`config.mk`:
```
export PLATFORM = sky130hd
export DESIGN_NAME = pfcm_front
export DESIGN_NICKNAME = d
export VERILOG_FILES = /design/src/design/pfcm_pkg.sv /design/src/design/pfcm_front.sv
export SDC_FILE = /design/constraint.sdc
export NUM_CORES = 1
export LEC_CHECK = 0
export BUFFER_PORTS_ARGS = -buffer_cell sky130_fd_sc_hd__buf_4
export CAP_MARGIN = 20
export CORE_ASPECT_RATIO = 1.25
export CORE_UTILIZATION = 61
export DETAILED_ROUTE_END_ITERATION = 8
export GPL_TIMING_DRIVEN = 0
export MAX_ROUTING_LAYER = met4
export PLACE_DENSITY = 0.84
export SYNTH_ARGS = -nofsm -noshare
export SYNTH_HDL_FRONTEND = slang
export SYNTH_SLANG_ARGS = --single-unit
```
`constraint.sdc`:
```
create_clock -name clk_i -period 7.7 [get_ports clk_i]
set_clock_uncertainty 0.1 [all_clocks]
set_input_delay 2.31 -clock clk_i [delete_from_list [all_inputs] [get_ports clk_i]]
set_output_delay 2.31 -clock clk_i [all_outputs]
set_load 0.02 [all_outputs]
```
`src/design/pfcm_pkg.sv`:
```
// Package of the packet framer: constants, queue entry and AES control types,
// and the AES-128 round functions. No dependencies.
`timescale 1ns / 1ps
package pfcm_pkg;

  localparam int MAX_MESSAGE_BYTES = 1024;
  localparam int HEADER_BYTES      = 8;
  localparam int TAG_BYTES         = 16;
  localparam logic [9:0] PAYLOAD_LIMIT = 10'(MAX_MESSAGE_BYTES - HEADER_BYTES);

  localparam int QDEPTH = 4;
  localparam int QAW    = $clog2(QDEPTH);

  typedef enum logic [2:0] {
    REG_KEY_UPPER = 3'd0,
    REG_KEY_LOWER = 3'd1,
    REG_IV_UPPER  = 3'd2,
    REG_IV_LOWER  = 3'd3,
    REG_NODE_ID   = 3'd4
  } reg_idx_e;

  typedef enum logic {
    ENT_START = 1'b0,
    ENT_BYTE  = 1'b1
  } ent_kind_e;

  typedef struct packed {
    ent_kind_e   kind;
    logic        fin;
    logic [9:0]  len;
    logic [31:0] serial;
    logic [7:0]  data;
  } entry_t;

  typedef struct packed {
    logic         start;
    logic [127:0] block;
  } aes_req_t;

  typedef struct packed {
    logic         busy;
    logic [127:0] result;
  } aes_rsp_t;

  localparam logic [7:0] SBOX_TBL [256] = '{
    8'h63,8'h7c,8'h77,8'h7b,8'hf2,8'h6b,8'h6f,8'hc5,8'h30,8'h01,8'h67,8'h2b,8'hfe,8'hd7,8'hab,8'h76,
    8'hca,8'h82,8'hc9,8'h7d,8'hfa,8'h59,8'h47,8'hf0,8'had,8'hd4,8'ha2,8'haf,8'h9c,8'ha4,8'h72,8'hc0,
    8'hb7,8'hfd,8'h93,8'h26,8'h36,8'h3f,8'hf7,8'hcc,8'h34,8'ha5,8'he5,8'hf1,8'h71,8'hd8,8'h31,8'h15,
    8'h04,8'hc7,8'h23,8'hc3,8'h18,8'h96,8'h05,8'h9a,8'h07,8'h12,8'h80,8'he2,8'heb,8'h27,8'hb2,8'h75,
    8'h09,8'h83,8'h2c,8'h1a,8'h1b,8'h6e,8'h5a,8'ha0,8'h52,8'h3b,8'hd6,8'hb3,8'h29,8'he3,8'h2f,8'h84,
    8'h53,8'hd1,8'h00,8'hed,8'h20,8'hfc,8'hb1,8'h5b,8'h6a,8'hcb,8'hbe,8'h39,8'h4a,8'h4c,8'h58,8'hcf,
    8'hd0,8'hef,8'haa,8'hfb,8'h43,8'h4d,8'h33,8'h85,8'h45,8'hf9,8'h02,8'h7f,8'h50,8'h3c,8'h9f,8'ha8,
    8'h51,8'ha3,8'h40,8'h8f,8'h92,8'h9d,8'h38,8'hf5,8'hbc,8'hb6,8'hda,8'h21,8'h10,8'hff,8'hf3,8'hd2,
    8'hcd,8'h0c,8'h13,8'hec,8'h5f,8'h97,8'h44,8'h17,8'hc4,8'ha7,8'h7e,8'h3d,8'h64,8'h5d,8'h19,8'h73,
    8'h60,8'h81,8'h4f,8'hdc,8'h22,8'h2a,8'h90,8'h88,8'h46,8'hee,8'hb8,8'h14,8'hde,8'h5e,8'h0b,8'hdb,
    8'he0,8'h32,8'h3a,8'h0a,8'h49,8'h06,8'h24,8'h5c,8'hc2,8'hd3,8'hac,8'h62,8'h91,8'h95,8'he4,8'h79,
    8'he7,8'hc8,8'h37,8'h6d,8'h8d,8'hd5,8'h4e,8'ha9,8'h6c,8'h56,8'hf4,8'hea,8'h65,8'h7a,8'hae,8'h08,
    8'hba,8'h78,8'h25,8'h2e,8'h1c,8'ha6,8'hb4,8'hc6,8'he8,8'hdd,8'h74,8'h1f,8'h4b,8'hbd,8'h8b,8'h8a,
    8'h70,8'h3e,8'hb5,8'h66,8'h48,8'h03,8'hf6,8'h0e,8'h61,8'h35,8'h57,8'hb9,8'h86,8'hc1,8'h1d,8'h9e,
    8'he1,8'hf8,8'h98,8'h11,8'h69,8'hd9,8'h8e,8'h94,8'h9b,8'h1e,8'h87,8'he9,8'hce,8'h55,8'h28,8'hdf,
    8'h8c,8'ha1,8'h89,8'h0d,8'hbf,8'he6,8'h42,8'h68,8'h41,8'h99,8'h2d,8'h0f,8'hb0,8'h54,8'hbb,8'h16
  };

  function automatic logic [7:0] sbox(input logic [7:0] x);
    return SBOX_TBL[x];
  endfunction

  function automatic logic [7:0] xt(input logic [7:0] x);
    return {x[6:0], 1'b0} ^ (x[7] ? 8'h1b : 8'h00);
  endfunction

  function automatic logic [7:0] rcon(input logic [3:0] rnd);
    logic [7:0] r;
    case (rnd)
      4'd1:    r = 8'h01;
      4'd2:    r = 8'h02;
      4'd3:    r = 8'h04;
      4'd4:    r = 8'h08;
      4'd5:    r = 8'h10;
      4'd6:    r = 8'h20;
      4'd7:    r = 8'h40;
      4'd8:    r = 8'h80;
      4'd9:    r = 8'h1b;
      4'd10:   r = 8'h36;
      default: r = 8'h00;
    endcase
    return r;
  endfunction

  function automatic logic [127:0] key_next(input logic [127:0] k, input logic [7:0] rc);
    logic [31:0] t, n0, n1, n2, n3;
    t  = {sbox(k[23:16]) ^ rc, sbox(k[15:8]), sbox(k[7:0]), sbox(k[31:24])};
    n0 = k[127:96] ^ t;
    n1 = k[95:64] ^ n0;
    n2 = k[63:32] ^ n1;
    n3 = k[31:0] ^ n2;
    return {n0, n1, n2, n3};
  endfunction

  function automatic logic [127:0] aes_round(input logic [127:0] s, input logic [127:0] rk,
                                             input logic last);
    logic [7:0]   t [16];
    logic [7:0]   a0, a1, a2, a3, all;
    logic [127:0] r;
    for (int c = 0; c < 4; c++) begin
      for (int row = 0; row < 4; row++) begin
        t[row + 4*c] = sbox(s[127 - 8*(row + 4*((c + row) % 4)) -: 8]);
      end
    end
    if (!last) begin
      for (int c = 0; c < 4; c++) begin
        a0  = t[4*c];
        a1  = t[4*c + 1];
        a2  = t[4*c + 2];
        a3  = t[4*c + 3];
        all = a0 ^ a1 ^ a2 ^ a3;
        t[4*c]     = a0 ^ all ^ xt(a0 ^ a1);
        t[4*c + 1] = a1 ^ all ^ xt(a1 ^ a2);
        t[4*c + 2] = a2 ^ all ^ xt(a2 ^ a3);
        t[4*c + 3] = a3 ^ all ^ xt(a3 ^ a0);
      end
    end
    for (int i = 0; i < 16; i++) begin
      r[127 - 8*i -: 8] = t[i] ^ rk[127 - 8*i -: 8];
    end
    return r;
  endfunction

endpackage

```
`src/design/pfcm_front.sv`:
```
// Front part of the packet framer: accepts items, tracks the open packet and
// queues start and payload entries for the back part. Uses pfcm_pkg.
`timescale 1ns / 1ps
module pfcm_front import pfcm_pkg::*; (
  input  logic        clk_i,
  input  logic        rst_ni,
  input  logic        s_axis_tvalid,
  output logic        s_axis_tready,
  input  logic [55:0] s_axis_tdata,  // serial[31:0], length[41:32], data_byte[49:42]
  input  logic        s_axis_tuser,  // command
  input  logic        pop_i,
  output entry_t      head_o,
  output logic        head_valid_o
);

  entry_t         q_q [QDEPTH];
  logic [QAW-1:0] wr_ptr_q, rd_ptr_q;
  logic [QAW:0]   count_q, count_d;
  logic           active_q, active_d;
  logic [9:0]     rem_q, rem_d;
  logic           accept, push;
  logic [9:0]     len_in, len_sat;
  entry_t         ent;

  assign s_axis_tready = (count_q != (QAW+1)'(QDEPTH));
  assign accept        = s_axis_tvalid && s_axis_tready;
  assign len_in        = s_axis_tdata[41:32];
  assign len_sat       = (len_in > PAYLOAD_LIMIT) ? PAYLOAD_LIMIT : len_in;
  assign head_o        = q_q[rd_ptr_q];
  assign head_valid_o  = (count_q != '0);

  always_comb begin
    push       = 1'b0;
    active_d   = active_q;
    rem_d      = rem_q;
    ent.kind   = ENT_START;
    ent.fin    = 1'b0;
    ent.len    = len_sat;
    ent.serial = s_axis_tdata[31:0];
    ent.data   = s_axis_tdata[49:42];
    if (accept) begin
      if (s_axis_tuser == ENT_START) begin
        push     = 1'b1;
        ent.fin  = (len_sat == '0);
        active_d = (len_sat != '0);
        rem_d    = len_sat;
      end else if (active_q) begin
        push     = 1'b1;
        ent.kind = ENT_BYTE;
        ent.fin  = (rem_q == 10'd1);
        rem_d    = rem_q - 10'd1;
        active_d = (rem_q != 10'd1);
      end
    end
    count_d = count_q + (QAW+1)'(push) - (QAW+1)'(pop_i);
  end

  always_ff @(posedge clk_i or negedge rst_ni) begin
    if (!rst_ni) begin
      wr_ptr_q <= '0;
      rd_ptr_q <= '0;
      count_q  <= '0;
      active_q <= 1'b0;
      rem_q    <= '0;
    end else begin
      count_q  <= count_d;
      active_q <= active_d;
      rem_q    <= rem_d;
      if (push) begin
        wr_ptr_q <= wr_ptr_q + 1'b1;
      end
      if (pop_i) begin
        rd_ptr_q <= rd_ptr_q + 1'b1;
      end
    end
  end

  always_ff @(posedge clk_i) begin
    if (push) begin
      q_q[wr_ptr_q] <= ent;
    end
  end

endmodule

```
==> metrics.yaml, run 1 <==
grtUsageTotal: 0.2358
clk_path_buf_depth: 3
n_fill_cell: 774
cp_data_arrival_time_ns: 2.32
critPathLaunch: "rd_ptr_q[1]$_DFFE_PN0P_"
wl_per_cell_um: 22.36
reg2reg_from: "count_q[2]$_DFF_PN0_"
worst-path-max-fanout: 10
dieArea_sq_um: 14770
postLayoutCoreUtil: 0.7579
drt_wl_total_um: 16390
dpl.cell_count: 698
grt_pass1_wl_um: 24560
critPathRequiredTime_ns: 5.29
place_hpwl_um: 10150
cp_top_family: "buffers and inverters"
hold_buffers: 0
syn_to_final_growth_pct: 20.70
leakage_nw: 3.651
hold_violations: 0
synth.most_common_cell: "edfxtp_1"
numPortBuffers: 108
synth-main-ff-cell: "edfxtp_1"
vias_per_cell: 5.996
grt_max_degree: 28
hold_start: "active_q$_DFFE_PN0P_"
slew_headroom: 0.4736
dr.pass1.iters: 4
coreArea_sq_um: 13870
synth-edff-count: 208
syn_nets: 481
syn-cell-area_sq_um: 8712
post_cts_resized: 0
yosysSeqAreaShare: 0.7686
ir_worst_vdd_uv: 277.8
ant_nets: 0
grt_pass1_vias: 4408
p_total_mw: 4.143
start_util: 0.6280
cts-buffers-inserted: 21
root_buffer: "clkbuf_16"
status: "finished, final reports clean"
cap_violations: 0
die-width_um: 108.9
crit_type: "reg2out"
yosys-top-cells-count: "edfxtp_1, mux4_2, dfrtp_1, clkbuf_1"
cts.sinks: 226
synth.yosys.warnings: 0
slowest_stage: "clkbuf_1"
drive_above_1_share: 0.3817
slowest_delay_ns: 0.59
async_reset_ff_frac: 0.07965
period_share: 0.6147
maxSlewViolCount: 0
cts_max_level: 1
fin_nets: 616
fin_crit_ns: 4.733
cts_setup_buffers: 0
setup-violations-final: 0
syn_inst: 411
rsz0062_at_grt: "false"
std_cell_rows: 48
synth-seq-cells: 226
fmax_ghz: 0.2113
start_kind: "flip-flop"
clkLatencyLatePin_ns: 0.48
n_antenna_cell: 0
synth_top_area_frac: 0.7169
yosys.cell_types.count: 46
io_pins: 115
stdcell_count: 733
gr-total-overflow: 0
cp-end-kind: "output port"
crit_buf_inv: 3
worst_pin_slew_ns: 0.7897
vias: 4395
final.setup.tns_ns: 0
synth_area_leaders: "edfxtp_1, mux4_2, dfrtp_1, ha_1, clkbuf_1"
place_congestion: 0.8637
path_common_cell: "clkbuf_1"
crit_chain: "clkbuf_1 > clkbuf_1 > mux4_2 > buf_4"
powerDensity_nw_per_um2: 394.0
hold-worst-slack_ns: 0.4333
die_h_um: 135.6
initialDrtViolationCount: 275
holdCritPathClass: "reg2reg"
synth_area_per_cell_sq_um: 21.20
synth_area_leader_cell: "edfxtp_1"
drc: 0
clk_pin_slew_worst_paths_ns: 0.06
antenna_found_initial: 0
cts_tree: "built"
-- cells by family (layout without fill, tap and decap cells) --
logic type / Yosys count / in the layout / synth area share
flip-flops: 226 / 226 / 0.7686
multiplexers: 53 / 53 / 0.1356
AND/OR/NAND/NOR: 51 / 51 / 0.03648
buffers and inverters: 36 / 183 / 0.01680
AO/OA/AOI/OAI: 31 / 31 / 0.02370
adder cells (fa/ha/maj): 9 / 9 / 0.01379
XOR/XNOR: 5 / 5 / 0.005026
-- layer usage --
| metal | vias up | global-route usage | routed length [um] |
|---|---|---|---|
| met5 | - | - | 0 |
| met4 | 0 | 0.07207 | 412 |
| met3 | 35 | 0.04521 | 1049 |
| met2 | 161 | 0.3795 | 8567 |
| met1 | 2254 | 0.3076 | 6362 |
| li1 | 1945 | - | - |
-- cell usage in the layout (no fill, tap or decap), types with 2 or more instances in the layout --
cell       netlist  final
edfxtp_1       208    208
buf_4            0    108
mux4_2          52     52
clkbuf_16        0     21
clkbuf_1        15     20
dfrtp_1         18     18
inv_1           11     11
nand2_1         11     11
a21oi_1         10     10
buf_2            9      9
ha_1             8      8
nor2_1           6      6
o21ai_0          5      5
nand3_1          4      4
nor2b_1          4      4
xnor2_1          4      4
and2_2           0      4
bufinv_16        0      4
buf_12           0      4
nor4_1           3      3
a2bb2oi_1        3      3
clkinv_1         0      3
nand4_1          2      2
nor3b_2          2      2
nand4b_1         2      2
nand2b_1         2      2
or3b_2           2      2
o22ai_1          2      2
-- power breakdown --
| part | total [mW] | switching (mW) | internal (mW) |
|---|---|---|---|
| clock | 1.05 | 0.412 | 0.633 |
| sequential | 1.70 | 0.0922 | 1.61 |
| combinational | 1.40 | 0.764 | 0.635 |
-- registers in the layout (all words and copies together), names as in the netlist --
signal	count
active_q	1
count_q	3
q_q	208
rd_ptr_q	2
rem_q	10
wr_ptr_q	2
-- worst paths after layout --
path / slack [ns] / cells after the start / to
worst min register to register: 0.43 / 1 / active_q$_DFFE_PN0P_
worst max register to register: 5.00 / 5 / q_q[2][5]$_DFFE_PP_
max in group asynchronous: 5.69 / 1 / count_q[1]$_DFF_PN0_
worst min-delay path: 0.43 / 1 / active_q$_DFFE_PN0P_
min in group asynchronous: 1.59 / 1 / rem_q[2]$_DFFE_PN0P_
worst max-delay path: 2.97 / 4 / head_o[50]
-- stage by stage --
stage / area, sq um / worst slack (ns)
after floorplan: 8712 / 2.975
after global placement: 9742 / 1.820
after detailed placement: 9827 / 2.987
after CTS: 10520 / 2.897
after global routing: 10520 / 2.853
final: 10520 / 2.967
-- area by class of cell --
type,count,area (sq um),area share
repair buffers,112,890.9,0.08472
multi-input cells,149,1874,0.1782
clock inverters,9,143.9,0.01368
clock buffers,26,544.3,0.05176
well taps,175,219.0,0.02082
inverters,12,45.04,0.004284
flip-flops and latches,226,6696,0.6368
plain buffers,24,101.3,0.009638
Note: power is estimated with default switching activity, not from simulation.
==> inputs of run 2 (changes only) <==
--- a/config.mk
+++ b/config.mk
@@ -5,14 +5,15 @@
 export SDC_FILE = /design/constraint.sdc
 export NUM_CORES = 1
 export LEC_CHECK = 0
+export ABC_AREA = 1
 export BUFFER_PORTS_ARGS = -buffer_cell sky130_fd_sc_hd__buf_4
 export CAP_MARGIN = 20
 export CORE_ASPECT_RATIO = 1.25
-export CORE_UTILIZATION = 61
+export CORE_UTILIZATION = 52
 export DETAILED_ROUTE_END_ITERATION = 8
 export GPL_TIMING_DRIVEN = 0
 export MAX_ROUTING_LAYER = met4
-export PLACE_DENSITY = 0.84
+export PLACE_DENSITY = 0.76
 export SYNTH_ARGS = -nofsm -noshare
 export SYNTH_HDL_FRONTEND = slang
 export SYNTH_SLANG_ARGS = --single-unit
==> constraint.sdc (replaced) <==
create_clock -name clk_i -period 3.9 [get_ports clk_i]
set_clock_uncertainty 0.1 [all_clocks]
set_input_delay 1.17 -clock clk_i [delete_from_list [all_inputs] [get_ports clk_i]]
set_output_delay 1.17 -clock clk_i [all_outputs]
set_load 0.02 [all_outputs]
==> metrics.yaml, run 2 <==
status: "finished, final reports clean"
r2r_slack_ns: 1.41  # -3.59 ns
mostFrequentLayoutCell: "edfxtp_1"
mostFrequentLayoutCells: "edfxtp_1, nor2_1, o21ai_0"
cap_violations: 0  # unchanged
maxSlewViolCount: 0  # unchanged
synth-edff-count: 208  # unchanged
slew_headroom: 0.3621  # -0.1115
synth_top_area_frac: 0.6960  # -0.02089
syn-cell-area_sq_um: 8974  # +3.0%
root_buffer: "clkbuf_16"
r2r_end: "q_q[0][36]$_DFFE_PP_"
place_congestion: 0.9208  # +6.6%
ant_nets: 0  # unchanged
crit_chain: "inv_1 > clkbuf_1 > o21ai_0 > o22ai_1 > buf_4"
clk_path_buf_depth: 3  # unchanged
cp_top_family: "buffers and inverters"
use_met2: 0.4199  # +0.04049
yosys-top-cells-count: "edfxtp_1, nor2_1, o21ai_0, o22ai_1, nand2_1"
die_h_um: 148.9  # +9.8%
cts.sinks: 226  # unchanged
start_kind: "flip-flop"
dpl.cell_count: 1027  # +47%
worst_pin_slew_ns: 0.9546  # +0.1649 ns
rr_worst_depth: 8  # +3
clkLatencyLatePin_ns: 0.49  # about the same
n_antenna_cell: 0  # unchanged
coreArea_sq_um: 16840  # +21%
fmax_ghz: 0.2761
largest_reg_flops: 208  # unchanged
cts_max_level: 1  # unchanged
initialDrtViolationCount: 570  # +110%
cts_tree: "built"
yosys.cell_types.count: 28  # -39%
grt_pass1_wl_um: 31510  # +28%
cts-buffers-inserted: 21  # unchanged
fin_nets: 900  # +46%
syn_nets: 764  # +59%
top_regs: "q_q x208, rem_q x10, count_q x3"
rsz0062_at_grt: "false"
dieArea_sq_um: 17790  # +20%
start_util: 0.5328  # -0.09522
crit_type: "reg2out"
n_fill_cell: 1217  # +57%
hold_start: "count_q[0]$_DFF_PN0_"
leakage_nw: 3.968  # +8.7%
p_total_mw: 8.863  # +110%
hold_buffers: 0  # unchanged
syn_inst: 694  # +69%
place_hpwl_um: 12750  # +26%
syn_to_final_growth_pct: 21.01
crit_buf_inv: 3  # unchanged
stdcell_count: 1064  # +45%
grtUsageTotal: 0.2394  # +0.003647
setup-violations-final: 0  # unchanged
ir_worst_vdd_uv: 417.1  # +50%
hold_violations: 0  # unchanged
grt_pass1_vias: 5926  # +34%
groute.layer.met3.usage: 0.02676  # -0.01846
regMostFlops: "q_q"
hold_depth: 1  # unchanged
synth_area_per_cell_sq_um: 12.93  # -39%
worst-path-max-fanout: 10  # unchanged
async_reset_ff_frac: 0.07965  # unchanged
io_pins: 115  # unchanged
synth_area_leader_cell: "edfxtp_1"
holdCritPathClass: "reg2reg"
grt.busiest_layer: "met2"
dr.pass1.iters: 5  # +1
cts_setup_buffers: 0  # unchanged
cp_data_arrival_time_ns: 2.35  # +0.03 ns
post_cts_resized: 0  # unchanged
clk_pin_slew_worst_paths_ns: 0.07  # about the same
drt_wl_total_um: 20380  # +24%
critPathRequiredTime_ns: 2.63  # -2.66 ns
die-width_um: 119.5  # +9.7%
ff_latch_area_sq_um: 6696  # unchanged
reg2reg_from: "count_q[1]$_DFF_PN0_"
vias: 5943  # +35%
min_to: "count_q[0]$_DFF_PN0_"
grt_max_degree: 29  # +3.6%
vias_per_cell: 5.586  # -6.8%
std_cell_rows: 53  # +10%
wl_per_cell_um: 19.16  # -14%
yosysSeqAreaShare: 0.7462  # -0.02240
slowest_delay_ns: 0.50  # -0.09 ns
powerDensity_nw_per_um2: 816.2  # +110%
period_share: 0.9287
fin_crit_ns: 3.622
drive_above_1_share: 0.2050  # -0.1767
cp-end-kind: "output port"
gr-total-overflow: 0  # unchanged
synth-seq-cells: 226  # unchanged
synth.yosys.warnings: 0  # unchanged
synth-main-ff-cell: "edfxtp_1"
use_met1: 0.2917  # -0.01593
slowest_stage: "dfrtp_1"
multi_input_area_sq_um: 1958  # +4.5%
numPortBuffers: 108  # unchanged
synth_area_leaders: "edfxtp_1, o21ai_0, nor2_1, dfrtp_1, o22ai_1"
synth.most_common_cell: "edfxtp_1"
antenna_found_initial: 0  # unchanged
drc: 0  # unchanged
[run 2: power breakdown]
| part | internal [mW] | switching, mW | total, mW |
|---|---|---|---|
| Clock | 1.17 | 0.828 | 2.00 |
| Sequential | 3.18 | 0.162 | 3.34 |
| Combinational | 1.22 | 2.31 | 3.53 |
| Total | 5.56 | 3.30 | 8.86 |
[run 2: worst register-to-register path: stages (launching register included)]
cell     delay, ns
dfrtp_1       0.40
inv_2         0.08
nand3_4       0.09
nand2_4       0.08
nor2_8        0.16
inv_4         0.06
buf_6         0.16
nor2_4        0.72
buf_12        0.31
[run 2: cell type report]
cell class,count,area share
Timing Repair Buffer,113,0.08388
Multi-Input combinational cell,387,0.1803
Sequential cell,226,0.6167
Clock inverter,7,0.008296
Inverter,37,0.01302
Buffer,44,0.01913
Tap cell,220,0.02535
Clock buffer,30,0.05335
[run 2: kinds of logic (layout without fill, tap and decap cells)]
| group | Yosys count | in the layout | share of synthesized area |
|---|---|---|---|
| adders and majority gates | 9 | 9 | 0.01339 |
| xor gates and xnor gates | 5 | 5 | 0.004880 |
| DFF | 226 | 226 | 0.7462 |
| and+or+nand+nor | 188 | 188 | 0.08491 |
| buffers and inverters | 81 | 231 | 0.03890 |
| AOI/OAI and AO/OA | 185 | 185 | 0.1117 |
[run 2: worst max path at each step]
stage                       startpoint              endpoint  slack (ns)  cells past startpoint
2_1_floorplan             s_axis_tuser   q_q[0][0]$_DFFE_PP_       -0.51                      6
3_3_place_gp              s_axis_tuser  q_q[3][26]$_DFFE_PP_       -2.45                      7
3_5_place_dp              s_axis_tuser  q_q[0][27]$_DFFE_PP_        0.50                      8
4_1_cts        rd_ptr_q[1]$_DFFE_PN0P_            head_o[33]        0.28                      5
5_1_grt        rd_ptr_q[1]$_DFFE_PN0P_            head_o[22]        0.16                      5
6_report       rd_ptr_q[1]$_DFFE_PN0P_            head_o[33]        0.28                      5
[run 2: metal layers]
metal  wire, um  vias up
met5          0        -
met1       8058     2892
li1           -     2772
met2      10660      241
met4        419        0
met3       1246       38
[run 2: through the flow]
stage | hold slack, ns | setup WS [ns] | TNS [ns] | utilization | cell area (sq um)
6_report | 0.4054 | 0.2782 | 0 | 0.6447 | 10860
5_1_grt | 0.4176 | 0.1620 | 0 | 0.6447 | 10860
4_1_cts | 0.4116 | 0.2782 | 0 | 0.6447 | 10860
3_5_place_dp | 0.3962 | 0.4990 | 0 | 0.6050 | 10190
3_3_place_gp | 0.3892 | -2.449 | -491.45 | 0.5972 | 10060
2_1_floorplan | 0.3717 | -0.5125 | -106.60 | - | 8974
