### config.mk
export PLATFORM = sky130hd
export DESIGN_NAME = pfcm_back
export DESIGN_NICKNAME = d
export VERILOG_FILES = /design/src/design/pfcm_pkg.sv /design/src/design/pfcm_back.sv
export SDC_FILE = /design/constraint.sdc
export NUM_CORES = 1
export LEC_CHECK = 0
export BUFFER_PORTS_ARGS = -buffer_cell sky130_fd_sc_hd__buf_2
export CAP_MARGIN = 20
export CORE_MARGIN = 10
export CORE_UTILIZATION = 60
export CTS_BUF_LIST = sky130_fd_sc_hd__clkbuf_4 sky130_fd_sc_hd__clkbuf_8
export DETAILED_ROUTE_END_ITERATION = 6
export GPL_TIMING_DRIVEN = 0
export PLACE_DENSITY = 0.88
export REMOVE_ABC_BUFFERS = 1
export SYNTH_ARGS = -nofsm -noshare
export SYNTH_HDL_FRONTEND = slang
export SYNTH_SLANG_ARGS = --single-unit
### constraint.sdc
create_clock -name clk_i -period 8.9 [get_ports clk_i]
set_clock_uncertainty 0.1 [all_clocks]
set_input_delay 0.445 -clock clk_i [delete_from_list [all_inputs] [get_ports clk_i]]
set_output_delay 0.445 -clock clk_i [all_outputs]
set_load 0.02 [all_outputs]
### src/design/pfcm_pkg.sv
// Package of the packet framer: constants, queue entry and AES control types,
// and the AES-128 round functions. No dependencies.
`timescale 1ns / 1ps
package pfcm_pkg;

  localparam int MAX_MESSAGE_BYTES = 1024;
  localparam int HEADER_BYTES      = 8;
  localparam int TAG_BYTES         = 16;
  localparam logic [9:0] PAYLOAD_LIMIT = 10'(MAX_MESSAGE_BYTES - HEADER_BYTES);

  localparam int QDEPTH = 4;
  localparam int QAW    = $clog2(QDEPTH);

  typedef enum logic [2:0] {
    REG_KEY_UPPER = 3'd0,
    REG_KEY_LOWER = 3'd1,
    REG_IV_UPPER  = 3'd2,
    REG_IV_LOWER  = 3'd3,
    REG_NODE_ID   = 3'd4
  } reg_idx_e;

  typedef enum logic {
    ENT_START = 1'b0,
    ENT_BYTE  = 1'b1
  } ent_kind_e;

  typedef struct packed {
    ent_kind_e   kind;
    logic        fin;
    logic [9:0]  len;
    logic [31:0] serial;
    logic [7:0]  data;
  } entry_t;

  typedef struct packed {
    logic         start;
    logic [127:0] block;
  } aes_req_t;

  typedef struct packed {
    logic         busy;
    logic [127:0] result;
  } aes_rsp_t;

  localparam logic [7:0] SBOX_TBL [256] = '{
    8'h63,8'h7c,8'h77,8'h7b,8'hf2,8'h6b,8'h6f,8'hc5,8'h30,8'h01,8'h67,8'h2b,8'hfe,8'hd7,8'hab,8'h76,
    8'hca,8'h82,8'hc9,8'h7d,8'hfa,8'h59,8'h47,8'hf0,8'had,8'hd4,8'ha2,8'haf,8'h9c,8'ha4,8'h72,8'hc0,
    8'hb7,8'hfd,8'h93,8'h26,8'h36,8'h3f,8'hf7,8'hcc,8'h34,8'ha5,8'he5,8'hf1,8'h71,8'hd8,8'h31,8'h15,
    8'h04,8'hc7,8'h23,8'hc3,8'h18,8'h96,8'h05,8'h9a,8'h07,8'h12,8'h80,8'he2,8'heb,8'h27,8'hb2,8'h75,
    8'h09,8'h83,8'h2c,8'h1a,8'h1b,8'h6e,8'h5a,8'ha0,8'h52,8'h3b,8'hd6,8'hb3,8'h29,8'he3,8'h2f,8'h84,
    8'h53,8'hd1,8'h00,8'hed,8'h20,8'hfc,8'hb1,8'h5b,8'h6a,8'hcb,8'hbe,8'h39,8'h4a,8'h4c,8'h58,8'hcf,
    8'hd0,8'hef,8'haa,8'hfb,8'h43,8'h4d,8'h33,8'h85,8'h45,8'hf9,8'h02,8'h7f,8'h50,8'h3c,8'h9f,8'ha8,
    8'h51,8'ha3,8'h40,8'h8f,8'h92,8'h9d,8'h38,8'hf5,8'hbc,8'hb6,8'hda,8'h21,8'h10,8'hff,8'hf3,8'hd2,
    8'hcd,8'h0c,8'h13,8'hec,8'h5f,8'h97,8'h44,8'h17,8'hc4,8'ha7,8'h7e,8'h3d,8'h64,8'h5d,8'h19,8'h73,
    8'h60,8'h81,8'h4f,8'hdc,8'h22,8'h2a,8'h90,8'h88,8'h46,8'hee,8'hb8,8'h14,8'hde,8'h5e,8'h0b,8'hdb,
    8'he0,8'h32,8'h3a,8'h0a,8'h49,8'h06,8'h24,8'h5c,8'hc2,8'hd3,8'hac,8'h62,8'h91,8'h95,8'he4,8'h79,
    8'he7,8'hc8,8'h37,8'h6d,8'h8d,8'hd5,8'h4e,8'ha9,8'h6c,8'h56,8'hf4,8'hea,8'h65,8'h7a,8'hae,8'h08,
    8'hba,8'h78,8'h25,8'h2e,8'h1c,8'ha6,8'hb4,8'hc6,8'he8,8'hdd,8'h74,8'h1f,8'h4b,8'hbd,8'h8b,8'h8a,
    8'h70,8'h3e,8'hb5,8'h66,8'h48,8'h03,8'hf6,8'h0e,8'h61,8'h35,8'h57,8'hb9,8'h86,8'hc1,8'h1d,8'h9e,
    8'he1,8'hf8,8'h98,8'h11,8'h69,8'hd9,8'h8e,8'h94,8'h9b,8'h1e,8'h87,8'he9,8'hce,8'h55,8'h28,8'hdf,
    8'h8c,8'ha1,8'h89,8'h0d,8'hbf,8'he6,8'h42,8'h68,8'h41,8'h99,8'h2d,8'h0f,8'hb0,8'h54,8'hbb,8'h16
  };

  function automatic logic [7:0] sbox(input logic [7:0] x);
    return SBOX_TBL[x];
  endfunction

  function automatic logic [7:0] xt(input logic [7:0] x);
    return {x[6:0], 1'b0} ^ (x[7] ? 8'h1b : 8'h00);
  endfunction

  function automatic logic [7:0] rcon(input logic [3:0] rnd);
    logic [7:0] r;
    case (rnd)
      4'd1:    r = 8'h01;
      4'd2:    r = 8'h02;
      4'd3:    r = 8'h04;
      4'd4:    r = 8'h08;
      4'd5:    r = 8'h10;
      4'd6:    r = 8'h20;
      4'd7:    r = 8'h40;
      4'd8:    r = 8'h80;
      4'd9:    r = 8'h1b;
      4'd10:   r = 8'h36;
      default: r = 8'h00;
    endcase
    return r;
  endfunction

  function automatic logic [127:0] key_next(input logic [127:0] k, input logic [7:0] rc);
    logic [31:0] t, n0, n1, n2, n3;
    t  = {sbox(k[23:16]) ^ rc, sbox(k[15:8]), sbox(k[7:0]), sbox(k[31:24])};
    n0 = k[127:96] ^ t;
    n1 = k[95:64] ^ n0;
    n2 = k[63:32] ^ n1;
    n3 = k[31:0] ^ n2;
    return {n0, n1, n2, n3};
  endfunction

  function automatic logic [127:0] aes_round(input logic [127:0] s, input logic [127:0] rk,
                                             input logic last);
    logic [7:0]   t [16];
    logic [7:0]   a0, a1, a2, a3, all;
    logic [127:0] r;
    for (int c = 0; c < 4; c++) begin
      for (int row = 0; row < 4; row++) begin
        t[row + 4*c] = sbox(s[127 - 8*(row + 4*((c + row) % 4)) -: 8]);
      end
    end
    if (!last) begin
      for (int c = 0; c < 4; c++) begin
        a0  = t[4*c];
        a1  = t[4*c + 1];
        a2  = t[4*c + 2];
        a3  = t[4*c + 3];
        all = a0 ^ a1 ^ a2 ^ a3;
        t[4*c]     = a0 ^ all ^ xt(a0 ^ a1);
        t[4*c + 1] = a1 ^ all ^ xt(a1 ^ a2);
        t[4*c + 2] = a2 ^ all ^ xt(a2 ^ a3);
        t[4*c + 3] = a3 ^ all ^ xt(a3 ^ a0);
      end
    end
    for (int i = 0; i < 16; i++) begin
      r[127 - 8*i -: 8] = t[i] ^ rk[127 - 8*i -: 8];
    end
    return r;
  endfunction

endpackage

### src/design/pfcm_back.sv
// Back part of the packet framer: emits header, payload and tag bytes, fills
// the MAC block and drives the AES unit. Uses pfcm_pkg.
`timescale 1ns / 1ps
module pfcm_back import pfcm_pkg::*; (
  input  logic         clk_i,
  input  logic         rst_ni,
  input  entry_t       head_i,
  input  logic         head_valid_i,
  output logic         pop_o,
  input  logic [127:0] iv_i,
  input  logic [7:0]   node_id_i,
  output aes_req_t     aes_req_o,
  input  aes_rsp_t     aes_rsp_i,
  output logic         m_axis_tvalid,
  input  logic         m_axis_tready,
  output logic [7:0]   m_axis_tdata,  // out_byte
  output logic         m_axis_tlast   // end_of_packet
);

  typedef enum logic [3:0] {
    ST_IDLE = 4'b0001,
    ST_HDR  = 4'b0010,
    ST_PAD  = 4'b0100,
    ST_TAG  = 4'b1000
  } state_e;

  state_e       state_q, state_d;
  logic [7:0]   buf_q [16];
  logic [3:0]   fill_q, cnt_q;
  logic [63:0]  hdr_q;
  logic [127:0] chain_q, tag_q, chain, blk;
  logic         fin_q, use_aes_q, ovalid_q, olast_q;
  logic [7:0]   obyte_q;
  logic         out_free, absorb_ok;
  logic         emit, elast, absorb, load_start, launch_pad, load_tag;
  logic [7:0]   ebyte, abyte;
  logic         launch_full;

  assign chain     = use_aes_q ? aes_rsp_i.result : chain_q;
  assign out_free  = !ovalid_q || m_axis_tready;
  assign absorb_ok = !((fill_q == 4'd15) && aes_rsp_i.busy);
  assign launch_full = absorb && (fill_q == 4'd15);

  assign m_axis_tvalid = ovalid_q;
  assign m_axis_tdata  = obyte_q;
  assign m_axis_tlast  = olast_q;

  always_comb begin
    state_d    = state_q;
    emit       = 1'b0;
    elast      = 1'b0;
    ebyte      = head_i.data;
    absorb     = 1'b0;
    abyte      = head_i.data;
    pop_o      = 1'b0;
    load_start = 1'b0;
    launch_pad = 1'b0;
    load_tag   = 1'b0;
    unique case (state_q)
      ST_IDLE: begin
        if (head_valid_i) begin
          if (head_i.kind == ENT_BYTE) begin
            if (out_free && absorb_ok) begin
              emit   = 1'b1;
              absorb = 1'b1;
              pop_o  = 1'b1;
              if (head_i.fin) begin
                state_d = ST_PAD;
              end
            end
          end else if (!aes_rsp_i.busy) begin
            pop_o      = 1'b1;
            load_start = 1'b1;
            state_d    = ST_HDR;
          end
        end
      end
      ST_HDR: begin
        ebyte = hdr_q[63:56];
        abyte = hdr_q[63:56];
        if (out_free && absorb_ok) begin
          emit   = 1'b1;
          absorb = 1'b1;
          if (cnt_q == 4'(HEADER_BYTES - 1)) begin
            state_d = fin_q ? ST_PAD : ST_IDLE;
          end
        end
      end
      ST_PAD: begin
        if (!aes_rsp_i.busy) begin
          if (fill_q != '0) begin
            launch_pad = 1'b1;
          end else begin
            load_tag = 1'b1;
            state_d  = ST_TAG;
          end
        end
      end
      ST_TAG: begin
        ebyte = tag_q[127:120];
        elast = (cnt_q == 4'(TAG_BYTES - 1));
        if (out_free) begin
          emit = 1'b1;
          if (elast) begin
            state_d = ST_IDLE;
          end
        end
      end
      default: state_d = ST_IDLE;
    endcase
  end

  always_comb begin
    for (int i = 0; i < 16; i++) begin
      if (launch_full) begin
        blk[127 - 8*i -: 8] = (i == 15) ? abyte : buf_q[i];
      end else begin
        blk[127 - 8*i -: 8] = (4'(i) < fill_q) ? buf_q[i] : 8'h00;
      end
    end
    aes_req_o.start = launch_full || launch_pad;
    aes_req_o.block = chain ^ blk;
  end

  always_ff @(posedge clk_i or negedge rst_ni) begin
    if (!rst_ni) begin
      state_q   <= ST_IDLE;
      fill_q    <= '0;
      cnt_q     <= '0;
      fin_q     <= 1'b0;
      use_aes_q <= 1'b0;
      ovalid_q  <= 1'b0;
    end else begin
      state_q <= state_d;
      if (emit) begin
        ovalid_q <= 1'b1;
      end else if (m_axis_tready) begin
        ovalid_q <= 1'b0;
      end
      if (load_start) begin
        fill_q    <= '0;
        cnt_q     <= '0;
        fin_q     <= head_i.fin;
        use_aes_q <= 1'b0;
      end else begin
        if (absorb) begin
          fill_q <= fill_q + 4'd1;
        end
        if (launch_pad) begin
          fill_q <= '0;
        end
        if (aes_req_o.start) begin
          use_aes_q <= 1'b1;
        end
        if (emit && (state_q != ST_IDLE)) begin
          cnt_q <= cnt_q + 4'd1;
        end
        if (load_tag) begin
          cnt_q <= '0;
        end
      end
    end
  end

  always_ff @(posedge clk_i) begin
    if (emit) begin
      obyte_q <= ebyte;
      olast_q <= elast;
    end
    if (absorb) begin
      buf_q[fill_q] <= abyte;
    end
    if (load_start) begin
      chain_q <= iv_i;
      hdr_q   <= {8'h00, node_id_i, 6'b0, head_i.len, head_i.serial};
    end else if (state_q == ST_HDR && emit) begin
      hdr_q <= {hdr_q[55:0], 8'h00};
    end
    if (load_tag) begin
      tag_q <= chain;
    end else if (state_q == ST_TAG && emit) begin
      tag_q <= {tag_q[119:0], 8'h00};
    end
  end

endmodule

==> flow_metrics.env, run 1 <==
export IMPL_status="completed"
export IMPL_dp_hpwl_mm=40.5
export IMPL_grt_pass1_vias=15900
export IMPL_worstPathRequired_ps=8360
export IMPL_avgRoutedWirePerCell_um=24.9
export IMPL_ir_drop_mv=0.222
export IMPL_drt_pass1_iterations=5
export IMPL_grt_pass1_wl_mm=96.3
export IMPL_path_cells="and2_1 > o2111ai_1 > o21ai_1 > nand2_1 > xor2_1 > buf_2"
export IMPL_cts_setup_buffers=0
export IMPL_hold_ws_ps=36.0
export IMPL_yosysWarningCount=0
export IMPL_tightestPinTransition_ps=1060
export IMPL_synth_ff_type="edfxtp_1"
export IMPL_fillers=1717
export IMPL_clockRootBuffer="clkbuf_8"
export IMPL_avgSynthCellArea_um2=13.9
export IMPL_area_growth_pct=32.6
export IMPL_total_power_mw=6.72
export IMPL_power_frac_seq_pct=41.1
export IMPL_cts_buffer_depth=3
export IMPL_num_rows=66
export IMPL_register_area_um2=13700
export IMPL_grt_overflow=0
export IMPL_drt_total_wl_mm=64.7
export IMPL_grt_max_degree=57
export IMPL_cts_sinks=464
export IMPL_cp_start_kind="flip-flop"
export IMPL_drive_gt1_share_pct=29.5
export IMPL_crit_slowest_cell="dfrtp_1"
export IMPL_cp_data_arrival_time_ps=4250
export IMPL_grt_util_met1_pct=35.5
export IMPL_p_leak_nw=10.1
export IMPL_core_um2=32500
export IMPL_fin_crit_ps=4790
export IMPL_clkLatencyLatePin_ps=630
export IMPL_pin_count=461
export IMPL_place_area_um2=22900
export IMPL_internal_power_mw=4.39
export IMPL_path_max_fanout=30
export IMPL_ys_seq_area_share_pct=69.5
export IMPL_nets=2409
export IMPL_vias_per_cell=5.81
export IMPL_multi_input_area_um2=5700
export IMPL_async_reset_ff_share_pct=3.23
export IMPL_clkPwrFrac_pct=28.6
export IMPL_start_util_pct=60.7
export IMPL_relSlewSlack_pct=29.0
export IMPL_gp_congestion=0.867
export IMPL_vias=15100
export IMPL_pwr_share_comb_pct=30.2
export IMPL_swShare_pct=34.7
export IMPL_tns_ps=0
export IMPL_top_usage_layer="met2"
export IMPL_netlist_area_um2=19700
export IMPL_fin_util_pct=80.5
export IMPL_rsz0062_at_grt="no"
export IMPL_synth_seq_cells=464
export IMPL_htree_levels=3
export IMPL_use_met3_pct=7.78
export IMPL_period_share_pct=53.8
export IMPL_place_port_buffers=460
export IMPL_dp_slack_ps=4970
export IMPL_p_per_area_nw_per_um2=257
export IMPL_finalHoldViolCount=0
export IMPL_setup_ws_ps=4110
export IMPL_ant_nets=0
export IMPL_cp_end_kind="output pin"
export IMPL_dp_cells=2278
export IMPL_synthCells=1422
export IMPL_final_area_um2=26200
export IMPL_fmax_mhz=209
export IMPL_hp_class="in -> reg"
export IMPL_cts_tree="done"
export IMPL_p_switching_mw=2.33
export IMPL_die_h_um=201
export IMPL_setup_viol=0
export IMPL_numCtsBuffers=76
export IMPL_clk_pin_slew_worst_paths_ps=60
export IMPL_dieArea_um2=40600
export IMPL_maxCapViolations=0
export IMPL_critPathMaxStageDelay_ps=990
export IMPL_synth_cell_types=55
export IMPL_antenna_found_initial=13
export IMPL_drc=0
export IMPL_crit_type="reg -> out"
export IMPL_drv_slew=0
export IMPL_synth_edf_count=435
export IMPL_grt_use_total_pct=31.1
export IMPL_met2_usage_pct=52.9
export IMPL_fin_cells=2597
export IMPL_die_x_um=201
export IMPL_drt_iter0_markers=1412
registers in the layout, indices dropped and copies added, names as in the netlist, 4 cells and up:
| signal | flops |
|---|---|
| buf_q | 120 |
| chain_q | 128 |
| tag_q | 128 |
| m_axis_tdata | 8 |
| fill_q | 4 |
| state_q | 4 |
| cnt_q | 4 |
| hdr_q | 64 |
cells in the mapped netlist (3+ instances only):
| cell type | number | area (um^2) |
|---|---|---|
| a21o_1 | 11 | 82.6 |
| a21oi_1 | 137 | 686 |
| a221o_1 | 8 | 80.1 |
| a22o_1 | 42 | 368 |
| and2_1 | 19 | 119 |
| and3_1 | 6 | 37.5 |
| and4b_1 | 8 | 80.1 |
| buf_1 | 10 | 37.5 |
| buf_2 | 28 | 140 |
| buf_4 | 8 | 60.1 |
| clkbuf_1 | 29 | 109 |
| dfrtp_1 | 14 | 350 |
| dfxtp_1 | 14 | 280 |
| edfxtp_1 | 435 | 13100 |
| ha_1 | 6 | 75.1 |
| inv_1 | 7 | 26.3 |
| mux2i_1 | 131 | 1310 |
| nand2_1 | 168 | 631 |
| nand2b_1 | 4 | 25.0 |
| nand3_1 | 15 | 75.1 |
| nor2_1 | 139 | 522 |
| nor3_1 | 3 | 15.0 |
| o21ai_0 | 4 | 20.0 |
| o21ai_1 | 3 | 15.0 |
| or4b_1 | 3 | 30.0 |
| xor2_1 | 128 | 1120 |
worst max-delay path, delay by kind of cell, from the launching register on:
kind            cells  cell delay [ps]
xor+xnor            1              240
compound gates      2             1010
simple gates        2             1140
flops               1              990
buf+inv             1              210
routing by layer:
metal / part of all wire (%) / up-vias / routed length (um)
met5: 0.059 / - / 38
met4: 5.4 / 6 / 3480
met3: 8.8 / 236 / 5700
met2: 51 / 1044 / 32800
met1: 35 / 7238 / 22700
li1: - / 6556 / -
cell type report:
| cell class | count | area share [%] |
|---|---|---|
| clock inverter | 39 | 1.10 |
| multi-input combinational | 876 | 21.8 |
| sequential | 464 | 52.4 |
| timing repair buffer | 657 | 17.6 |
| clock buffer | 99 | 4.73 |
| antenna | 13 | 0.124 |
| inverter | 7 | 0.100 |
| tap | 442 | 2.11 |
power groups by stage:
stage	Combinational [mW]	Sequential [mW]	Clock, mW
4_1_cts	1.99	2.76	1.90
6_report	2.03	2.77	1.93
5_1_grt	2.14	2.78	2.03
2_1_floorplan	1.21	2.87	0
3_3_place_gp	1.86	2.92	0
3_5_place_dp	1.92	2.80	0
timing repair:
item                      4_1_cts  5_1_grt
resized for setup               0        0
hold buffers                  167        0
hold endpoints to repair      181        0
cells by family (layout without fill, tap and decap cells):
logic type / after synthesis / in the layout / synth area share [%]
buffers and inverters: 82 / 802 / 1.89
other: 0 / 13 / 0
AND/OR/NAND/NOR: 384 / 384 / 8.61
adder cells (fa/ha/maj): 6 / 6 / 0.380
XOR/XNOR: 130 / 130 / 5.77
AO/OA/AOI/OAI: 222 / 222 / 7.06
flip-flops: 464 / 464 / 69.5
multiplexers: 134 / 134 / 6.81
cells in the final DEF, fill, tap and decap left out, drive strengths merged, types with 6 or more instances in the layout:
cell	Yosys	final
a21o	11	11
a21oi	137	137
a221o	8	8
a22o	42	42
and2	19	19
and3	6	6
and4b	8	8
buf	46	489
clkbuf	29	100
clkinv	0	30
dfrtp	14	14
dfxtp	14	14
diode	0	13
dlygate4sd3	0	167
edfxtp	435	435
ha	6	6
inv	7	9
mux2i	131	131
nand2	168	168
nand3	15	15
nor2	140	140
nor3	6	6
o21ai	9	9
xor2	128	128
final timing paths:
path | depth (start not counted) | startpoint | slack (ps) | endpoint
worst max-delay path | 6 | fill_q[3] | 4110 | aes_req_o[21]
worst min-delay path | 2 | head_i[3] | 40 | m_axis_tdata[3]
worst min register to register | 2 | hdr_q[60] | 360 | hdr_q[60]
worst max register to register | 5 | fill_q[3] | 5160 | hdr_q[10]
max in group asynchronous | 2 | rst_ni | 8190 | state_q[0]
min in group asynchronous | 2 | rst_ni | 190 | state_q[1]
Note: power is estimated with default switching activity, not from simulation.
==> run 2, diff against run 1 <==
--- a/config.mk
+++ b/config.mk
@@ -8,11 +8,11 @@
 export BUFFER_PORTS_ARGS = -buffer_cell sky130_fd_sc_hd__buf_2
 export CAP_MARGIN = 20
 export CORE_MARGIN = 10
-export CORE_UTILIZATION = 60
+export CORE_UTILIZATION = 50
 export CTS_BUF_LIST = sky130_fd_sc_hd__clkbuf_4 sky130_fd_sc_hd__clkbuf_8
 export DETAILED_ROUTE_END_ITERATION = 6
 export GPL_TIMING_DRIVEN = 0
-export PLACE_DENSITY = 0.88
+export PLACE_DENSITY = 0.78
 export REMOVE_ABC_BUFFERS = 1
 export SYNTH_ARGS = -nofsm -noshare
 export SYNTH_HDL_FRONTEND = slang
==> constraint.sdc (replaced) <==
create_clock -name clk_i -period 3.9 [get_ports clk_i]
set_clock_uncertainty 0.1 [all_clocks]
set_input_delay 0.195 -clock clk_i [delete_from_list [all_inputs] [get_ports clk_i]]
set_output_delay 0.195 -clock clk_i [all_outputs]
set_load 0.02 [all_outputs]
==> flow_metrics.env, run 2 (same netlist as run 1, synthesis figures left out) <==
export IMPL_status="finished, violations left"
export IMPL_violations="setup timing"
export IMPL_drt_total_wl_mm=64.9
export IMPL_die_h_um=219
export IMPL_clkLatencyLatePin_ps=620
export IMPL_setup_ws_ps=-30.0
export IMPL_area_growth_pct=39.9
export IMPL_met2_usage_pct=45.0
export IMPL_ant_nets=0
export IMPL_grt_overflow=0
export IMPL_fin_crit_ps=3930
export IMPL_pin_count=461
export IMPL_num_rows=72
export IMPL_fmax_mhz=254
export IMPL_setup_viol=1
export IMPL_total_power_mw=15.3
export IMPL_place_port_buffers=460
export IMPL_htree_levels=3
export IMPL_cp_data_arrival_time_ps=3630
export IMPL_drv_slew=0
export IMPL_clockRootBuffer="clkbuf_8"
export IMPL_cts_tree="done"
export IMPL_vias_per_cell=5.43
export IMPL_worstPathRequired_ps=3610
export IMPL_clk_pin_slew_worst_paths_ps=60
export IMPL_cts_sinks=464
export IMPL_use_met3_pct=6.56
export IMPL_place_area_um2=23100
export IMPL_rsz0062_at_grt="yes"
export IMPL_p_per_area_nw_per_um2=554
export IMPL_largestRegisters="chain_q x128, tag_q x128, buf_q x120"
export IMPL_ir_drop_mv=0.386
export IMPL_final_area_um2=27600
export IMPL_drt_iter0_markers=1370
export IMPL_crit_type="reg -> out"
export IMPL_drive_gt1_share_pct=27.8
export IMPL_tightestPinTransition_ps=1070
export IMPL_maxCapViolations=0
export IMPL_finalHoldViolCount=0
export IMPL_grt_use_total_pct=26.4
export IMPL_core_um2=38800
export IMPL_nets=2551
export IMPL_die_x_um=219
export IMPL_avgRoutedWirePerCell_um=23.2
export IMPL_grt_max_degree=59
export IMPL_antenna_found_initial=5
export IMPL_grt_util_met1_pct=30.6
export IMPL_cp_end_kind="output pin"
export IMPL_min_path_cells=3
export IMPL_cts_buffer_depth=3
export IMPL_numCtsBuffers=77
export IMPL_cp_start_kind="flip-flop"
export IMPL_worstRegToRegCells=11
export IMPL_vias=15200
export IMPL_gp_congestion=0.878
export IMPL_p_leak_nw=10.7
export IMPL_hp_class="in -> reg"
export IMPL_dp_slack_ps=125
export IMPL_drt_pass1_iterations=7
export IMPL_final_common_cell="buf_2"
export IMPL_period_share_pct=101
export IMPL_grt_pass1_vias=16100
export IMPL_dp_hpwl_mm=39.4
export IMPL_layout_common_cells="buf_2 (461), edfxtp_1 (435), dlygate4sd3_1 (306)"
export IMPL_grt_pass1_wl_mm=96.8
export IMPL_fin_util_pct=71.2
export IMPL_relSlewSlack_pct=28.9
export IMPL_drc=0
export IMPL_dieArea_um2=47800
export IMPL_top_usage_layer="met2"
export IMPL_start_util_pct=50.9
export IMPL_path_max_fanout=24
-- run 2: layout make-up --
class	instances	area [um^2]
sequential	464	13700
fill	2432	11200
clock inverter	22	146
antenna	4	10.0
timing repair buffer	798	6060
clock buffer	106	1300
tap	518	648
multi-input combinational	876	5710
inverter	7	26.3
-- run 2: metrics by stage --
step | cells | setup TNS [ps] | hold slack, ps
after detailed placement | 2355 | 0 | 35.1
final | 2795 | -30.0 | 47.3
after global routing | 2795 | -2660 | 42.8
after global placement | 2325 | -3868820 | 23.2
after floorplan | 1347 | -2118120 | -201
after CTS | 2789 | 0 | 0.0774
-- run 2: critical path: stages, from the launching register on --
cell,delay (ps)
dfrtp_1,760
and2_2,640
o2111ai_1,260
o21ai_1,710
nand2_1,190
xor2_1,210
buf_2,230
-- run 2: power by group --
part	leakage, nW	switching [mW]	internal, mW
logic	5.65	3.02	1.76
registers	4.27	0.280	6.02
clock network	0.770	1.96	2.27
total	10.7	5.26	10.0
-- run 2: routing by layer --
layer / vias up / share of wire (%)
li1: 6830 / -
met1: 7343 / 36
met2: 822 / 51
met3: 186 / 8.3
met4: 2 / 4.6
met5: - / 0.011
-- run 2: final timing paths --
path	from	to	slack [ps]
worst max-delay path	fill_q[2]	aes_req_o[9]	-30
worst min-delay path	aes_rsp_i[39]	tag_q[39]	50
worst max register to register	fill_q[1]	tag_q[79]	320
worst min register to register	hdr_q[56]	hdr_q[56]	350
max in group asynchronous	rst_ni	use_aes_q	1920
min in group asynchronous	rst_ni	state_q[0]	580
-- run 2: what timing repair did --
item,4_1_cts,5_1_grt
endpoints found under the setup margin,33,25
pin swaps,0,1
cloned,0,0
hold buffers,306,0
gates resized for setup,3,0
hold endpoints to repair,320,0
setup buffers,0,2
==> run 3, diff against run 2 <==
--- a/config.mk
+++ b/config.mk
@@ -14,6 +14,7 @@
 export GPL_TIMING_DRIVEN = 0
 export PLACE_DENSITY = 0.78
 export REMOVE_ABC_BUFFERS = 1
+export SLEW_MARGIN = 5
 export SYNTH_ARGS = -nofsm -noshare
 export SYNTH_HDL_FRONTEND = slang
 export SYNTH_SLANG_ARGS = --single-unit
==> constraint.sdc (replaced) <==
create_clock -name clk_i -period 3.9 [get_ports clk_i]
set_clock_uncertainty 0.1 [all_clocks]
set_input_delay 0.39 -clock clk_i [delete_from_list [all_inputs] [get_ports clk_i]]
set_output_delay 0.39 -clock clk_i [all_outputs]
set_load 0.02 [all_outputs]
==> flow_metrics.env, run 3 (same netlist as run 1, synthesis figures left out) <==
export IMPL_grt_max_degree=57
export IMPL_fin_crit_ps=3690
export IMPL_dp_slack_ps=-119
export IMPL_die_x_um=219
export IMPL_vias=14200
export IMPL_ant_nets=0
export IMPL_tightestPinTransition_ps=988
export IMPL_tns_ps=0
export IMPL_p_per_area_nw_per_um2=572
export IMPL_p_leak_nw=10.2
export IMPL_drv_slew=0
export IMPL_drt_iter0_markers=1166
export IMPL_clockRootBuffer="clkbuf_8"
export IMPL_hold_start="aes_rsp_i[0]"
export IMPL_vias_per_cell=5.28
export IMPL_layout_common_cells="buf_2 (461), edfxtp_1 (435), dlygate4sd3_1 (191)"
export IMPL_ir_drop_mv=0.488
export IMPL_largestRegisters="chain_q x128, tag_q x128, buf_q x120"
export IMPL_place_area_um2=23000
export IMPL_crit_buf_inv=1
export IMPL_gp_congestion=0.878
export IMPL_cp_top_family="compound AO/OA/AOI/OAI gates"
export IMPL_htree_levels=3
export IMPL_nets=2439
export IMPL_path_max_fanout=16
export IMPL_cts_sinks=464
export IMPL_maxCapViolations=0
export IMPL_fin_util_pct=68.2
export IMPL_drc=0
export IMPL_cp_start_kind="flip-flop"
export IMPL_critPathMaxStageDelay_ps=860
export IMPL_finalHoldViolCount=0
export IMPL_setup_ws_ps=206
export IMPL_path_cells="or4b_1 > a21o_1 > nand3_1 > xor2_1 > buf_2"
export IMPL_clk_pin_slew_worst_paths_ps=50
export IMPL_clkLatencyLatePin_ps=630
export IMPL_multi_input_area_um2=5740
export IMPL_dp_hpwl_mm=39.3
export IMPL_grt_pass1_vias=15000
export IMPL_total_power_mw=15.2
export IMPL_cp_end_kind="output pin"
export IMPL_final_area_um2=26500
export IMPL_drive_gt1_share_pct=30.0
export IMPL_period_share_pct=94.7
export IMPL_cp_data_arrival_time_ps=3200
export IMPL_crit_slowest_cell="a21o_1"
export IMPL_antenna_found_initial=5
export IMPL_place_port_buffers=460
export IMPL_cts_buffer_depth=3
export IMPL_relSlewSlack_pct=34.1
export IMPL_hp_class="in -> reg"
export IMPL_r2r_slack_ps=280
export IMPL_final_common_cell="buf_2"
export IMPL_drt_pass1_iterations=5
export IMPL_dp_cells=2355
export IMPL_numCtsBuffers=78
export IMPL_area_growth_pct=34.2
export IMPL_grt_pass1_wl_mm=89.5
export IMPL_rsz0062_at_grt="no"
export IMPL_r2r_start="fill_q[1]"
export IMPL_worstPathRequired_ps=3410
export IMPL_num_rows=72
export IMPL_start_util_pct=50.9
export IMPL_avgRoutedWirePerCell_um=22.3
export IMPL_die_h_um=219
export IMPL_setup_viol=0
export IMPL_fin_cells=2694
export IMPL_drt_total_wl_mm=60.1
export IMPL_dieArea_um2=47800
export IMPL_grt_use_total_pct=24.5
export IMPL_core_um2=38800
export IMPL_grt_overflow=0
export IMPL_pin_count=461
export IMPL_fmax_mhz=271
export IMPL_register_area_um2=13700
export IMPL_hold_ws_ps=44.8
export IMPL_startpoint="state_q[0]"
export IMPL_fillers=2636
export IMPL_cts_tree="done"
export IMPL_status="completed"
export IMPL_crit_type="reg -> out"
==> run 3: cell count changes in the layout (fill, tap and decap cells not counted), sizes merged <==
cell and delta:
buf +2, bufinv -1, clkbuf +8, clkinv +3, clkinvlp +1, dlygate4sd3 -115
inv +1
==> run 3: final cells by class <==
cell class | instances | share of cell area (%)
Sequential cell | 464 | 51.8
Tap cell | 518 | 2.45
Antenna cell | 4 | 0.0378
Timing Repair Buffer | 685 | 18.2
Clock inverter | 26 | 0.552
Multi-Input combinational cell | 876 | 21.7
Inverter | 7 | 0.0992
Clock buffer | 114 | 5.21
==> run 3: repair_timing <==
| item | CTS | global route |
|---|---|---|
| gates resized for setup | 10 | 3 |
| pin swaps | 1 | 1 |
| hold buffers | 191 | 0 |
| endpoints found under the setup margin | 66 | 25 |
| setup buffers | 1 | 3 |
| endpoints found under the hold margin | 205 | 0 |
| gates cloned | 0 | 0 |
==> run 3: path summary, 6_finish.rpt <==
kind,cells after the start,to
max reg2reg,11,tag_q[79]
max in group asynchronous,2,state_q[0]
max,5,aes_req_o[1]
min reg2reg,2,hdr_q[61]
min,3,tag_q[0]
min in group asynchronous,2,fin_q
==> run 3: tightest hold or removal path: cells and delay by family <==
family                 cells  cell delay, ps
buffers and inverters      1              80
multiplexers               1              90
AND/OR/NAND/NOR            1              90
==> run 3: layer usage <==
layer | vias to the layer above | global-route usage [%] | wire length [um] | part of all wire [%]
li1 | 6607 | - | - | -
met1 | 6840 | 29.1 | 23100 | 38
met2 | 652 | 41.5 | 30300 | 50
met3 | 112 | 6.93 | 4910 | 8.2
met4 | 2 | 9.22 | 1760 | 2.9
met5 | - | 0 | 12 | 0.020
==> run 3: where the power goes <==
group	leakage, nW	total, mW	switching (mW)	internal, mW
Combinational	5.14	4.58	2.92	1.66
Sequential	4.27	6.30	0.281	6.02
Clock	0.814	4.29	1.95	2.34
